File: src/rtl/lcc_pkg.sv
`timescale 1ns / 1ps
// Shared types, constants and functions of the Luhn card number classifier.
// No dependencies; every module of the block imports this package.
package lcc_pkg;

    localparam int NUM_W      = 63;
    localparam int BIN_W      = 64;
    localparam int DIGITS     = 19;
    localparam int BCD_W      = 4 * DIGITS;
    localparam int CHUNK      = 8;
    localparam int STAGES     = BIN_W / CHUNK;
    localparam int CNT_W      = 5;
    localparam int PSUM_W     = 6;
    localparam int SUM_W      = 8;
    localparam int IN_DATA_W  = 64;
    localparam int OUT_DATA_W = 8;

    localparam logic [1:0] CLASS_INVALID = 2'd0;
    localparam logic [1:0] CLASS_34_37   = 2'd1;
    localparam logic [1:0] CLASS_51_55   = 2'd2;
    localparam logic [1:0] CLASS_4X      = 2'd3;

    typedef logic [BCD_W-1:0] bcd_t;

    typedef struct packed {
        logic [PSUM_W-1:0] sum_a;
        logic [PSUM_W-1:0] sum_b;
        logic [PSUM_W-1:0] sum_c;
        logic [CNT_W-1:0]  digit_count;
        logic [3:0]        lead_hi;
        logic [3:0]        lead_lo;
    } luhn_t;

    // One double-dabble step: adjust each digit, then shift in the next bit.
    function automatic bcd_t dabble_bit(input bcd_t bcd, input logic b);
        bcd_t adj;
        logic [3:0] d;
        adj = bcd;
        for (int i = 0; i < DIGITS; i++) begin
            d = bcd[4*i +: 4];
            if (d >= 4'd5) begin
                adj[4*i +: 4] = d + 4'd3;
            end
        end
        return {adj[BCD_W-2:0], b};
    endfunction

    // Luhn weight of one digit; odd positions are doubled and digit-summed.
    function automatic logic [3:0] luhn_weight(input logic [3:0] d, input logic odd);
        logic [4:0] t;
        t = {d, 1'b0};
        if (!odd) begin
            return d;
        end else if (t > 5'd9) begin
            return 4'(t - 5'd9);
        end else begin
            return t[3:0];
        end
    endfunction

endpackage

File: src/rtl/lcc_classify_stage.sv
`timescale 1ns / 1ps
// Final stage: Luhn total modulo ten, issuer pattern match, output register.
// Depends on lcc_pkg.
module lcc_classify_stage (
    input  logic                      aclk,
    input  logic                      aresetn,
    input  logic                      advance,
    input  logic                      in_valid,
    input  lcc_pkg::luhn_t            in_luhn,
    output logic                      out_valid,
    output logic [1:0]                card_class,
    output logic [lcc_pkg::CNT_W-1:0] digit_count,
    output logic                      checksum_ok
);
    import lcc_pkg::*;

    logic             valid_reg;
    logic [1:0]       class_reg;
    logic [1:0]       class_next;
    logic [CNT_W-1:0] count_reg;
    logic             ok_reg;
    logic             ok_next;
    logic [SUM_W-1:0] total;
    logic [15:0]      prod;
    logic [SUM_W-1:0] quot;
    logic [SUM_W-1:0] rem;

    always_comb begin
        total = SUM_W'(in_luhn.sum_a) + SUM_W'(in_luhn.sum_b) + SUM_W'(in_luhn.sum_c);
        prod  = 16'(total) * 16'd205;
        quot  = SUM_W'(prod >> 11);
        rem   = total - SUM_W'(16'(quot) * 16'd10);
        ok_next = (rem == '0);
        class_next = CLASS_INVALID;
        if (ok_next) begin
            if (in_luhn.digit_count == 5'd16 && in_luhn.lead_hi == 4'd5
                && in_luhn.lead_lo >= 4'd1 && in_luhn.lead_lo <= 4'd5) begin
                class_next = CLASS_51_55;
            end else if (in_luhn.digit_count == 5'd15 && in_luhn.lead_hi == 4'd3
                && (in_luhn.lead_lo == 4'd4 || in_luhn.lead_lo == 4'd7)) begin
                class_next = CLASS_34_37;
            end else if ((in_luhn.digit_count == 5'd13 || in_luhn.digit_count == 5'd16)
                && in_luhn.lead_hi == 4'd4) begin
                class_next = CLASS_4X;
            end
        end
    end

    always_ff @(posedge aclk) begin
        if (!aresetn) begin
            valid_reg <= 1'b0;
        end else if (advance) begin
            valid_reg <= in_valid;
        end
    end

    always_ff @(posedge aclk) begin
        if (advance) begin
            class_reg <= class_next;
            count_reg <= in_luhn.digit_count;
            ok_reg    <= ok_next;
        end
    end

    assign out_valid   = valid_reg;
    assign card_class  = class_reg;
    assign digit_count = count_reg;
    assign checksum_ok = ok_reg;

endmodule

File: config.mk
export PLATFORM = sky130hd
export DESIGN_NAME = lcc_classify_stage
export DESIGN_NICKNAME = d
export VERILOG_FILES = /design/src/rtl/lcc_pkg.sv /design/src/rtl/lcc_classify_stage.sv
export SDC_FILE = /design/constraint.sdc
export NUM_CORES = 1
export LEC_CHECK = 0
export ABC_AREA = 1
export BUFFER_PORTS_ARGS = -buffer_cell sky130_fd_sc_hd__buf_4
export CAP_MARGIN = 20
export CORE_MARGIN = 2
export CORE_UTILIZATION = 55
export CTS_CLUSTER_SIZE = 16
export DETAILED_ROUTE_END_ITERATION = 16
export PLACE_DENSITY_LB_ADDON = 0.1
export SYNTH_ARGS = -nofsm -noshare
export SYNTH_HDL_FRONTEND = slang
export SYNTH_SLANG_ARGS = --single-unit
File: constraint.sdc
create_clock -name aclk -period 9.1 [get_ports aclk]
set_clock_uncertainty 0.1 [all_clocks]
set_input_delay 0.91 -clock aclk [delete_from_list [all_inputs] [get_ports aclk]]
set_output_delay 0.91 -clock aclk [all_outputs]
set_load 0.02 [all_outputs]
# Word level (Yosys, flattened, before mapping)
# Cells that the tools add are included.
dict set report word_totals {
  inputBits 35
  regBits 9
  wordCells 34
  output_inout_bits 9
}
dict set report classes {
  mul 2
  n_eq_ne 8
  muxes 3
  reduce_logical 10
  add_sub_neg 3
  n_bitwise 1
  n_lt_le_gt_ge 2
}
# operator count
set ops {}
lappend ops {{4-bit by 3-bit == test with 1-bit output, second input constant} 4}
lappend ops {{8-bit by 8-bit multiplier with 16-bit output, second input constant} 1}
lappend ops {{5-bit by 4-bit == test with 1-bit output, second input constant} 2}
lappend ops {{7-bit by 6-bit adder with 8-bit output} 1}
lappend ops {{8-bit logical NOT} 1}
lappend ops {{8-bit subtractor} 1}
lappend ops {{6-bit by 6-bit adder with 7-bit output} 1}
lappend ops {{5-bit by 3-bit multiplier with 7-bit output, second input constant} 1}
lappend ops {{1-bit logical AND} 6}
lappend ops {{2-bit 2-to-1 mux} 3}
lappend ops {{5-bit == test, second input constant} 1}
lappend ops {{4-bit by 2-bit == test with 1-bit output, second input constant} 1}
lappend ops {{4-bit by 1-bit >= comparator with 1-bit output, second input constant} 1}
lappend ops {{4-bit by 3-bit <= comparator with 1-bit output, second input constant} 1}
lappend ops {{1-bit logical OR} 2}
lappend ops {{2-bit OR reduction} 1}
lappend ops {{1-bit NOT} 1}

# Logic depth before layout (Yosys ltp)
# Gate-level depths: netlist of the first run.
dict set report depth {
  word_depth 8
  depth_mapped 45
  ltp_nobuf 45
}

# Worst setup path before layout of the first run
# OpenSTA, ideal clock, no wires.
dict set report synth_path {
  path_kind {input port to flip-flop}
  from {input in_luhn[14] in the netlist's numbering}
  to {register class_reg[0], in the netlist card_class[0] (data pin)}
  setup_time_ns 0.250
  path_stages 40
  setup_slack_ns 1.360
  required_time_ns 8.750
  path_buffers 0
  t_arrival_ns 7.389
  path_cell_list {inv_1 fa_1 inv_1 ha_1 inv_1 fa_1 inv_1 a21oi_1 xor2_1 inv_1 ha_1 inv_1 fa_1 inv_1 fa_1 inv_1 fa_1 inv_1 [4 not listed] nand2_1 o21bai_1 nand2_1 nand3_1 a21oi_1 xnor2_1 ha_1 ha_1 fa_1 inv_1 ha_1 nand3b_1 nand2_1 nor2_1 nand2_1 nor2_2 nand2_2 nor2_1}
}
dict set report synth_via {
  elab_chain_cells 7
}
# element line_no
set synth_lines {}
lappend synth_lines {{start: declaration} lcc_classify_stage.sv:9} ;# input lcc_pkg::luhn_t in_luhn,
lappend synth_lines {{7-bit by 6-bit adder with 8-bit output (*)} lcc_classify_stage.sv:29} ;# total = SUM_W'(in_luhn.sum_a) + SUM_W'(in_luhn.sum_b) + SUM_W'(in_luhn.sum_c);
lappend synth_lines {{8-bit by 8-bit multiplier with 16-bit output} lcc_classify_stage.sv:30} ;# prod = 16'(total) * 16'd205;
lappend synth_lines {{5-bit by 3-bit multiplier with 7-bit output} lcc_classify_stage.sv:32} ;# rem = total - SUM_W'(16'(quot) * 16'd10);
lappend synth_lines {{8-bit subtractor (*)} lcc_classify_stage.sv:32}
lappend synth_lines {{8-bit logical NOT (*)} lcc_classify_stage.sv:33} ;# ok_next = (rem == '0);
lappend synth_lines {{1-bit NOT (no line) (*)} -}
lappend synth_lines {{2-bit OR reduction (no line) (*)} -}
lappend synth_lines {{end signal: assignment} lcc_classify_stage.sv:59} ;# class_reg <= class_next;
lappend synth_lines {{end: declaration} lcc_classify_stage.sv:18} ;# logic [1:0] class_reg;
# Mark *: on every way between the ends. The rest lies on a longest branch, timed or not.
# A chain may end at the register's enable or synchronous reset.

# Final worst setup path of the first run
dict set report layout_path {
  from {input in_luhn[20] in the netlist's numbering}
  to {register ok_reg, in the netlist checksum_ok (data pin)}
}
dict set report layout_via {
  elab_chain_cells 6
}
# element line_no
set layout_lines {}
lappend layout_lines {{6-bit by 6-bit adder with 7-bit output (*)} lcc_classify_stage.sv:29}
lappend layout_lines {{7-bit by 6-bit adder with 8-bit output (*)} lcc_classify_stage.sv:29}
lappend layout_lines {{8-bit by 8-bit multiplier with 16-bit output} lcc_classify_stage.sv:30}
lappend layout_lines {{5-bit by 3-bit multiplier with 7-bit output} lcc_classify_stage.sv:32}
lappend layout_lines {{8-bit subtractor (*)} lcc_classify_stage.sv:32}
lappend layout_lines {{8-bit logical NOT (*)} lcc_classify_stage.sv:33}
lappend layout_lines {{via ok_next} lcc_classify_stage.sv:22} ;# logic ok_next;
lappend layout_lines {{end signal: assignment} lcc_classify_stage.sv:61} ;# ok_reg <= ok_next;
lappend layout_lines {{end: declaration} lcc_classify_stage.sv:21} ;# logic ok_reg;
# The timed path passes the listed nets; every way through them passes the cells marked *.

==> results by group, run 1 <==
GRT
  – First-pass GRT wire length: 8470 um
  – Grt ovf: 0
  – Largest net degree at the start of global routing: 11
  – Number of global-route vias before repair: 2083
  – Overall fraction of global-route tracks in use: 20.8%
  – Antenna violations before repair: 0

Timing
  – Endpoints failing setup: 0
  – RSZ-0062 raised after global routing: false
  – Period Utilization, post-route: 89.3%
  – Worst-margin pin slew: 475 ps
  – Slew Viols, Final: 0
  – Post-layout minimum cycle time: around 8100 ps
  – Setup TNS Final: 0 ps
  – Fmax: around 120 MHz
  – Worst slew margin: between 60% and 70%
  – Final hold vios: 0

Layout
  – Layout cells sized above 1: 14.6%
  – Most frequent cells in the layout: 81 x inv_1, 77 x nand2_1, 56 x ha_1
  – Most common cell after layout, fill and taps aside: inv_1
  – N_diodes: 0
  – Synth-to-Final Area Change: 17.9%
  – Layout Nets: 481

Setup path
  – CP arrival: 8010 ps
  – Crit path max fanout: 4
  – Crit path top cell by count: inv_1
  – Slowest-stage cell, CP: fa_1
  – CP Class: in -> reg
  – Startpoint type of the worst setup path: primary input
  – Crit path capture type: register
  – Worst path required time: 8980 ps
  – Slowest stage delay, CP: 540 ps

Die
  – Core area: 4290 um^2
  – I/O pins: 44
  – Die boundary width: between 70 and 80 um
  – Initial Util: 56.6%
  – Row cnt: 24
  – Die footprint: approximately 5000 um^2
  – Die Y: 70.5 um

Clock network
  – Clock buffer depth: 2
  – CTS Buf Count: 3
  – Cells resized by post-CTS repair: 0
  – Clk_lat worst skew: ~220 ps
  – Setup Buffers After CTS: 0
  – CTS tree: built
  – CTS root buffer: clkbuf_8
  – Worst-path clk slew: ~50 ps
  – Hold_buf cts: 0
  – CTS sink cnt: 9
  – H-tree levels: 1

Synth
  – Synthesized area per cell: 7.52 um^2
  – Syn_nets: 433
  – Mapped Cells: 323
  – Ys Warns: 0
  – Netlist area before placement: 2430 um^2
  – #FFs+latches synth: 9
  – Sequential-to-total area share from yosys stat: 10.7%
  – Synth unique cells: 28

Status
  – Status: finished, final reports clean

Route
  – DRC: 0
  – DR pass1 iterations: 4
  – Vias per cell: 5.03
  – DR iter-0 viols: 66
  – Vias: 2121
  – Wire per inst: 11.5 um
  – DRT Wirelength: 4840 um
  – Detail Route Antenna Nets: 0

Hold path
  – Hold WC Path Type: reg -> reg

Placed design
  – Post-DP HPWL: 4440 um
  – Placer congestion estimate: between 0.9 and 1
  – Port Buf Inserts: 43

Flow run
  – Max-cap violations: 0
==> metal layers <==
metal | track usage [%] | part of all wire (%) | vias to the layer above
met3 | 1.30 | 2.4 | 4
met5 | 0 | 0 | -
met4 | 4.91 | 1.1 | 0
met1 | 27.5 | 48 | 965
met2 | 37.1 | 49 | 29
li1 | - | - | 1123
==> metrics by stage <==
stage / std cells / hold WS [ps] / util, % / setup slack (ps) / area, um^2
after floorplan: 323 / 506 / - / 1360 / 2430
after global placement: 418 / 430 / 65.6 / 831 / 2820
after detailed placement: 418 / 429 / 65.6 / 736 / 2820
after CTS: 422 / 438 / 66.7 / 955 / 2860
after global routing: 422 / 516 / 66.7 / 518 / 2860
final: 422 / 434 / 66.7 / 978 / 2860
==> flip-flops by register name (all words and copies together) (netlist names) <==
signal	flops
digit_count	5
card_class	2
checksum_ok	1
out_valid	1
==> cells by family (layout without fill, tap and decap cells) <==
family	Yosys count	after routing	share of synthesized area, %
AND/OR/NAND/NOR	124	124	22.8
AO/OA/AOI/OAI	22	22	5.20
buffers and inverters	81	128	12.5
XOR/XNOR	12	12	4.33
flip-flops	9	9	10.7
adder cells (fa/ha/maj)	75	75	44.5
==> final cells by class <==
cell class | count | area (um^2)
Inverter | 81 | 304
Sequential cell | 9 | 260
Clock buffer | 3 | 41.3
Fill cell | 387 | 1430
Tap cell | 52 | 65.1
Timing Repair Buffer | 43 | 323
Clock inverter | 1 | 5.00
Multi-Input combinational cell | 233 | 1870
==> worst max-delay path, delay by kind of cell <==
family | cells | cell delay (ps)
buffers and inverters | 12 | 860
AND/OR/NAND/NOR | 13 | 870
adder cells (fa/ha/maj) | 12 | 4460
AO/OA/AOI/OAI | 3 | 430
XOR/XNOR | 2 | 470
==> final timing paths <==
check | from | to | slack (ps) | depth (start not counted)
worst max-delay path | in_luhn[20] | checksum_ok$_DFFE_PP_ | 980 | 42
worst min-delay path | out_valid$_SDFFE_PN0P_ | out_valid$_SDFFE_PN0P_ | 430 | 2
worst max register to register | out_valid$_SDFFE_PN0P_ | out_valid$_SDFFE_PN0P_ | 8390 | 2
worst min register to register | out_valid$_SDFFE_PN0P_ | out_valid$_SDFFE_PN0P_ | 430 | 2
==> synthesized netlist by cell type <==
master,number,area (um^2)
a21boi_1,1,7.51
a21o_1,1,7.51
a21oi_1,13,65.1
a31oi_1,1,6.26
dfxtp_1,1,20.0
edfxtp_1,8,240
fa_1,19,380
ha_1,56,701
inv_1,81,304
nand2_1,77,289
nand2_2,1,6.26
nand3_1,16,80.1
nand3_2,4,40.0
nand3b_1,1,7.51
nand4_1,6,37.5
nor2_1,11,41.3
nor2_2,1,6.26
nor3_1,2,10.0
nor4_1,2,12.5
nor4b_1,1,8.76
o2111ai_1,1,8.76
o21ai_0,3,15.0
o21bai_1,1,7.51
o221ai_1,1,8.76
or2_2,1,6.26
or4_1,1,7.51
xnor2_1,5,43.8
xor2_1,7,61.3
Power of run 1 is left out: the tool's default activity adds up to more than one toggle a clock period on the data nets, which glitch-free logic cannot reach.
==> run 2: changes to the inputs <==
==> constraint.sdc (replaced) <==
create_clock -name aclk -period 10.39 [get_ports aclk]
set_clock_uncertainty 0.1 [all_clocks]
set_input_delay 1.039 -clock aclk [delete_from_list [all_inputs] [get_ports aclk]]
set_output_delay 1.039 -clock aclk [all_outputs]
set_load 0.02 [all_outputs]
==> run 2 against run 1 <==
  * Routed wire length down 4.2%
  * Final area unchanged
  * Flip-flop and latch count unchanged
  * Worst setup slack better by 1100 ps
  * Utilization unchanged
  * Via count down 0.57%
  * Die area unchanged
  * Hold slack about the same
  * Sequential share of layout area unchanged
  * First-iteration DRC count up 36%
  * Largest cell class unchanged
  * Critical path depth unchanged
  * Final cell count unchanged
==> results by group, run 2 (synthesized netlist as in run 1, its figures left out) <==
Hold path
  – Hold worst-path end: out_valid$_SDFFE_PN0P_
  – Hold Path Depth: 2 (unchanged)
  – Worst hold start: out_valid$_SDFFE_PN0P_
  – Hold WC Path Type: reg -> reg

Clock network
  – H-tree levels: 1 (unchanged)
  – Hold_buf cts: 0 (unchanged)
  – CTS sink cnt: 9 (unchanged)
  – Clk_lat worst skew: 230 ps (about the same)
  – CTS root buffer: clkbuf_8
  – Clock buffer depth: 2 (unchanged)
  – CTS tree: built
  – Cells resized by post-CTS repair: 0 (unchanged)
  – Setup Buffers After CTS: 0 (unchanged)
  – CTS Buf Count: 3 (unchanged)
  – Worst-path clk slew: 40 ps (about the same)

Placed design
  – Placed cell count: 418 (unchanged)
  – Port Buf Inserts: 43 (unchanged)
  – Post-DP HPWL: 4310 um (-2.8%)
  – Placer congestion estimate: 0.901 (+0.11%)
  – DP Worst Slack: 1880 ps (+1150 ps)

Die
  – Die boundary width: 70.5 um (unchanged)
  – Row cnt: 24 (unchanged)
  – Initial Util: 56.6% (unchanged)
  – I/O pins: 44 (unchanged)
  – Die Y: 70.5 um (unchanged)
  – Die footprint: 4970 um^2 (unchanged)
  – Core area: 4290 um^2 (unchanged)

Timing
  – Period Utilization, post-route: approximately four fifths
  – Setup TNS Final: 0 ps (unchanged)
  – Worst slew margin: 69.2% (+1.1 points)
  – RSZ-0062 raised after global routing: false
  – Fmax: 121 MHz
  – Worst Slack Setup Final: 2110 ps (+1130 ps)
  – Slew Viols, Final: 0 (unchanged)
  – Worst-margin pin slew: 459 ps (-16.6 ps)
  – Post-layout minimum cycle time: about 8300 ps
  – Endpoints failing setup: 0 (unchanged)
  – Final hold vios: 0 (unchanged)

GRT
  – Overall fraction of global-route tracks in use: 20.0% (-0.83 points)
  – Antenna violations before repair: 0 (unchanged)
  – Grt ovf: 0 (unchanged)
  – Largest net degree at the start of global routing: 11 (unchanged)
  – First-pass GRT wire length: 8260 um (-2.4%)
  – Number of global-route vias before repair: 2045 (-1.8%)

Route
  – DRT Wirelength: 4640 um (-4.2%)
  – DR pass1 iterations: 4 (unchanged)
  – Wire per inst: 11.0 um (-4.2%)
  – DRC: 0 (unchanged)
  – DR iter-0 viols: 90 (+36%)
  – Vias: 2109 (-0.57%)
  – Vias per cell: 5.00 (-0.57%)
  – Detail Route Antenna Nets: 0 (unchanged)

Layout
  – Non-Filler Instances: 422 (unchanged)
  – Fill cells: 376 (-2.8%)
  – Layout cells sized above 1: 14.6% (unchanged)
  – Most common cell after layout, fill and taps aside: inv_1
  – Layout Nets: 481 (unchanged)
  – Most frequent cells in the layout: 81 x inv_1, 77 x nand2_1, 56 x ha_1
  – Max FFs per register: 5 (unchanged)
  – Synth-to-Final Area Change: 17.9% (unchanged)
  – N_diodes: 0 (unchanged)

Status
  – Status: finished, final reports clean

Setup path
  – CP Class: in -> reg
  – Crit path max fanout: 4 (unchanged)
  – Critical R2R Capture: out_valid$_SDFFE_PN0P_
  – Slowest stage delay, CP: 530 ps (about the same)
  – Reg-to-reg setup timing slack: 9680 ps (+1290 ps)
  – Slowest-stage cell, CP: fa_1
  – Worst path required time: 10270 ps (+1290 ps)
  – Reg2reg start: out_valid$_SDFFE_PN0P_
  – Startpoint type of the worst setup path: primary input
  – Crit path capture type: register
  – CP arrival: 8170 ps (+160 ps)
  – R2R cell count: 2 (unchanged)

Flow run
  – Max-cap violations: 0 (unchanged)
run 2: cell counts in the layout (fill, tap and decap cells not counted):
Identical to the previous run, type by type.
run 2: metal layers:
metal	up-vias	global-route usage, %	routed length [um]
met3	2	1.73	161
li1	1122	-	-
met4	0	3.42	28
met2	42	35.3	2240
met1	943	26.9	2210
met5	-	0	0
run 2: how the worst max path moves through the flow:
stage | start | endpoint | depth (start not counted)
after floorplan | in_luhn[14] | card_class[0]$_SDFFCE_PP0P_ | 40
after global placement | in_luhn[14] | card_class[1]$_SDFFCE_PP0P_ | 42
after detailed placement | in_luhn[20] | card_class[1]$_SDFFCE_PP0P_ | 42
after CTS | in_luhn[20] | card_class[1]$_SDFFCE_PP0P_ | 42
after global routing | in_luhn[14] | checksum_ok$_DFFE_PP_ | 42
final | in_luhn[20] | card_class[1]$_SDFFCE_PP0P_ | 42
run 2: stage by stage:
step,hold slack (ps),instance area (um^2),utilization (%)
floorplan,506,2430,-
global placement,430,2820,65.6
detailed placement,429,2820,65.6
CTS,438,2860,66.7
global route,516,2860,66.7
finish,434,2860,66.7
run 2: cell type report:
cell class	count	area [um^2]	share of cell area, %
multi-input cells	233	1870	65.1
inverters	81	304	10.6
repair buffers	43	323	11.3
clock buffers	3	41.3	1.44
clock inverters	1	5.00	0.175
well taps	52	65.1	2.27
flip-flops and latches	9	260	9.09
run 2: critical path, delay by kind of cell:
kind | cells | cell delay [ps]
xor+xnor | 2 | 450
compound gates | 3 | 430
buf+inv | 11 | 850
simple gates | 14 | 940
fa+ha+maj | 12 | 4470
Power of run 2 is left out for the same reason.
==> run 3: changes to the inputs <==
--- a/config.mk
+++ b/config.mk
@@ -5,7 +5,7 @@
 export SDC_FILE = /design/constraint.sdc
 export NUM_CORES = 1
 export LEC_CHECK = 0
-export ABC_AREA = 1
+export ABC_AREA = 0
 export BUFFER_PORTS_ARGS = -buffer_cell sky130_fd_sc_hd__buf_4
 export CAP_MARGIN = 20
 export CORE_MARGIN = 2
==> constraint.sdc (replaced) <==
create_clock -name aclk -period 7.92 [get_ports aclk]
set_clock_uncertainty 0.1 [all_clocks]
set_input_delay 0.792 -clock aclk [delete_from_list [all_inputs] [get_ports aclk]]
set_output_delay 0.792 -clock aclk [all_outputs]
set_load 0.02 [all_outputs]
==> run 3 against run 2 <==
  * The run now ends with negative setup slack left
  * Synthesized area is 7.5% lower
  * Critical path depth is 3 lower
  * Routed wire length is 34% higher
==> results by group, run 3 <==
Synth
  – Mapped Cells: 235 (-27%)
  – Synth unique cells: 41 (+46%)
  – Ranking of synthesized cells by area: ha_1 31%, fa_1 17%, edfxtp_1 11%, inv_1 7.0%, xnor2_1 4.7%
  – FFs w/ async S/R, synth: 0% (unchanged)
  – Most frequent cell after synthesis: ha_1
  – Ys Warns: 0 (unchanged)
  – Commonest cells post-synth: 56 x ha_1, 42 x inv_1, 19 x fa_1
  – Syn_nets: 345 (-20%)
  – Ys flop type: edfxtp_1
  – #FFs+latches synth: 9 (unchanged)
  – Netlist area before placement: 2250 um^2 (-7.5%)
  – Yosys top cell area share: 31.2% (+2.3 points)
  – Sequential-to-total area share from yosys stat: 11.6% (+0.86 points)
  – Cell taking the most area after synthesis: ha_1
  – Number of enable flip-flop cells after synthesis: 8 (unchanged)
  – Synthesized area per cell: 9.57 um^2 (+27%)

Setup path
  – Critical R2R Capture: out_valid$_SDFFE_PN0P_
  – Crit path max fanout: 3 (-1)
  – Worst path required time: 7790 ps (-2480 ps)
  – R2R cell count: 2 (unchanged)
  – Crit path capture type: register
  – Buf+Inv Stages, Crit Path: 10 (-1)
  – Worst Setup EP: card_class[1]$_SDFFCE_PP0P_
  – Cell family with most CP delay: adder cells
  – CP arrival: 8330 ps (+160 ps)
  – Reg2reg start: out_valid$_SDFFE_PN0P_
  – Reg-to-reg setup timing slack: 7220 ps (-2460 ps)
  – Slowest stage delay, CP: 530 ps (about the same)
  – Slowest-stage cell, CP: fa_2
  – Worst setup path start: in_luhn[26]
  – Crit path depth: 39 (-7.1%)
  – CP Class: in -> reg
  – Startpoint type of the worst setup path: primary input

Die
  – Die boundary width: 67.9 um (-3.6%)
  – Die Y: 67.9 um (-3.6%)
  – I/O pins: 44 (unchanged)
  – Core area: 3970 um^2 (-7.5%)
  – Row cnt: 23 (-4.2%)
  – Die footprint: 4620 um^2 (-7.1%)
  – Initial Util: 56.6% (about the same)

Clock network
  – CTS sink cnt: 9 (unchanged)
  – CTS tree: built
  – CTS root buffer: clkbuf_8
  – Clock buffer depth: 2 (unchanged)
  – Worst-path clk slew: 50 ps (about the same)
  – CTS Buf Count: 3 (unchanged)
  – H-tree levels: 1 (unchanged)
  – Clk_lat worst skew: 240 ps (about the same)

Timing
  – RSZ-0062 raised after global routing: true
  – Slew Viols, Final: 0 (unchanged)
  – Worst-margin pin slew: 562 ps (+103 ps)
  – Post-layout minimum cycle time: 8460 ps
  – Period Utilization, post-route: 107%
  – Final hold vios: 0 (unchanged)
  – Setup TNS Final: -1590 ps (-1590 ps)
  – Fmax: between 100 and 150 MHz
  – Endpoints failing setup: 3 (+3)
  – Worst Slack Setup Final: -539 ps (-2650 ps)
  – Worst slew margin: 62.6% (-6.6 points)
  – Hold WS: 427 ps (-6.79 ps)

Placed design
  – Placer congestion estimate: 0.848 (-5.9%)
  – Post-DP HPWL: 4760 um (+10%)
  – Placed Area: 3070 um^2 (+9.0%)
  – Port Buf Inserts: 43 (unchanged)

Layout
  – Max FFs per register: 5 (unchanged)
  – Final instance area: 3290 um^2 (+15%)
  – Layout Nets: 449 (-6.7%)
  – Layout cells sized above 1: 41.4% (+27 points)
  – N_diodes: 0 (unchanged)
  – Synth-to-Final Area Change: 46.5%
  – Most frequent cells in the layout: 96 x buf_4, 51 x ha_1, 36 x inv_1
  – Most common cell after layout, fill and taps aside: buf_4

Route
  – DR pass1 iterations: 4 (unchanged)
  – Met3 wire length: 212 um (+32%)
  – Wl on met1: 2520 um (+14%)
  – DRC: 0 (unchanged)
  – WL met2: 3370 um (+50%)
  – Detail Route Antenna Nets: 0 (unchanged)
  – DR iter-0 viols: 80 (-11%)
  – DRT Wirelength: 6240 um (+34%)
  – Top Metal Used: met4
  – Vias: 2117 (+0.38%)
  – Vias per cell: 5.46 (+9.2%)
  – Wire per inst: 16.1 um (+46%)

GRT
  – Antenna violations before repair: 0 (unchanged)
  – First-pass GRT wire length: 8890 um (+7.6%)
  – Grt ovf: 0 (unchanged)
  – Largest net degree at the start of global routing: 10 (-1)
  – Overall fraction of global-route tracks in use: 26.1% (+6.1 points)
  – Number of global-route vias before repair: 1979 (-3.2%)

Status
  – Failing checks: negative setup slack
  – Status: complete, but fails checks

Hold path
  – Hold WC Path Type: reg -> reg

Flow run
  – Max-cap violations: 0 (unchanged)
run 3: changes by cell type after synthesis, moves of 5 or more:
| cell | before | now |
|---|---|---|
| inv_1 | 81 | 42 |
| o21ai_0 | 3 | 8 |
| nand2_1 | 77 | 5 |
| xnor2_1 | 5 | 12 |
| nor2b_1 | 0 | 7 |
| nand4_1 | 6 | 1 |
| nand3_1 | 16 | 2 |
run 3: per-stage QoR:
stage          utilization, %  std cells  setup slack [ps]
6_report                 82.9        388              -539
3_3_place_gp             77.3        374              -495
2_1_floorplan               -        235              -326
4_1_cts                  81.2        387              -349
3_5_place_dp             77.3        374              -775
5_1_grt                  82.9        388              -853
run 3: worst min path at each step:
stage | start | end | cells past startpoint
2_1_floorplan | out_valid$_SDFFE_PN0P_ | out_valid$_SDFFE_PN0P_ | 2
3_3_place_gp | out_valid$_SDFFE_PN0P_ | out_valid$_SDFFE_PN0P_ | 2
3_5_place_dp | out_valid$_SDFFE_PN0P_ | out_valid$_SDFFE_PN0P_ | 2
4_1_cts | out_valid$_SDFFE_PN0P_ | out_valid$_SDFFE_PN0P_ | 2
5_1_grt | out_valid$_SDFFE_PN0P_ | out_valid$_SDFFE_PN0P_ | 2
6_report | out_valid$_SDFFE_PN0P_ | out_valid$_SDFFE_PN0P_ | 2
run 3: kinds of logic (layout without fill, tap and decap cells):
group	Yosys count	in the layout	synth area share (%)
fa+ha+maj	75	75	48.1
simple gates	45	45	12.1
buf+inv	42	145	7.01
compound gates	41	41	12.2
xor+xnor	21	21	8.18
flops	9	9	11.6
mux	2	2	0.890
run 3: what timing repair did:
| item | 4_1_cts | 5_1_grt |
|---|---|---|
| setup endpoints to repair | 3 | 3 |
| resized for setup | 8 | 12 |
| buffers inserted | 9 | 1 |
| pin swaps | 12 | 11 |
| hold buffers | 0 | 0 |
run 3: layout make-up:
class                   count  area [um^2]
repair buffers             99          758
fillers                   256          678
flip-flops and latches      9          260
clock buffers               4         45.0
inverters                  42          165
multi-input cells         184         2000
well taps                  50         62.6
run 3: layer usage:
metal,vias to the layer above,GRT usage [%]
li1,1019,-
met1,1035,33.8
met2,51,46.2
met3,12,1.81
met4,0,7.75
met5,-,0
run 3: worst reg2reg max path: stages, from the launching register on:
cell	delay, ps
dfxtp_1	300
mux2i_1	130
nor2b_1	60
Power of run 3 is left out for the same reason.
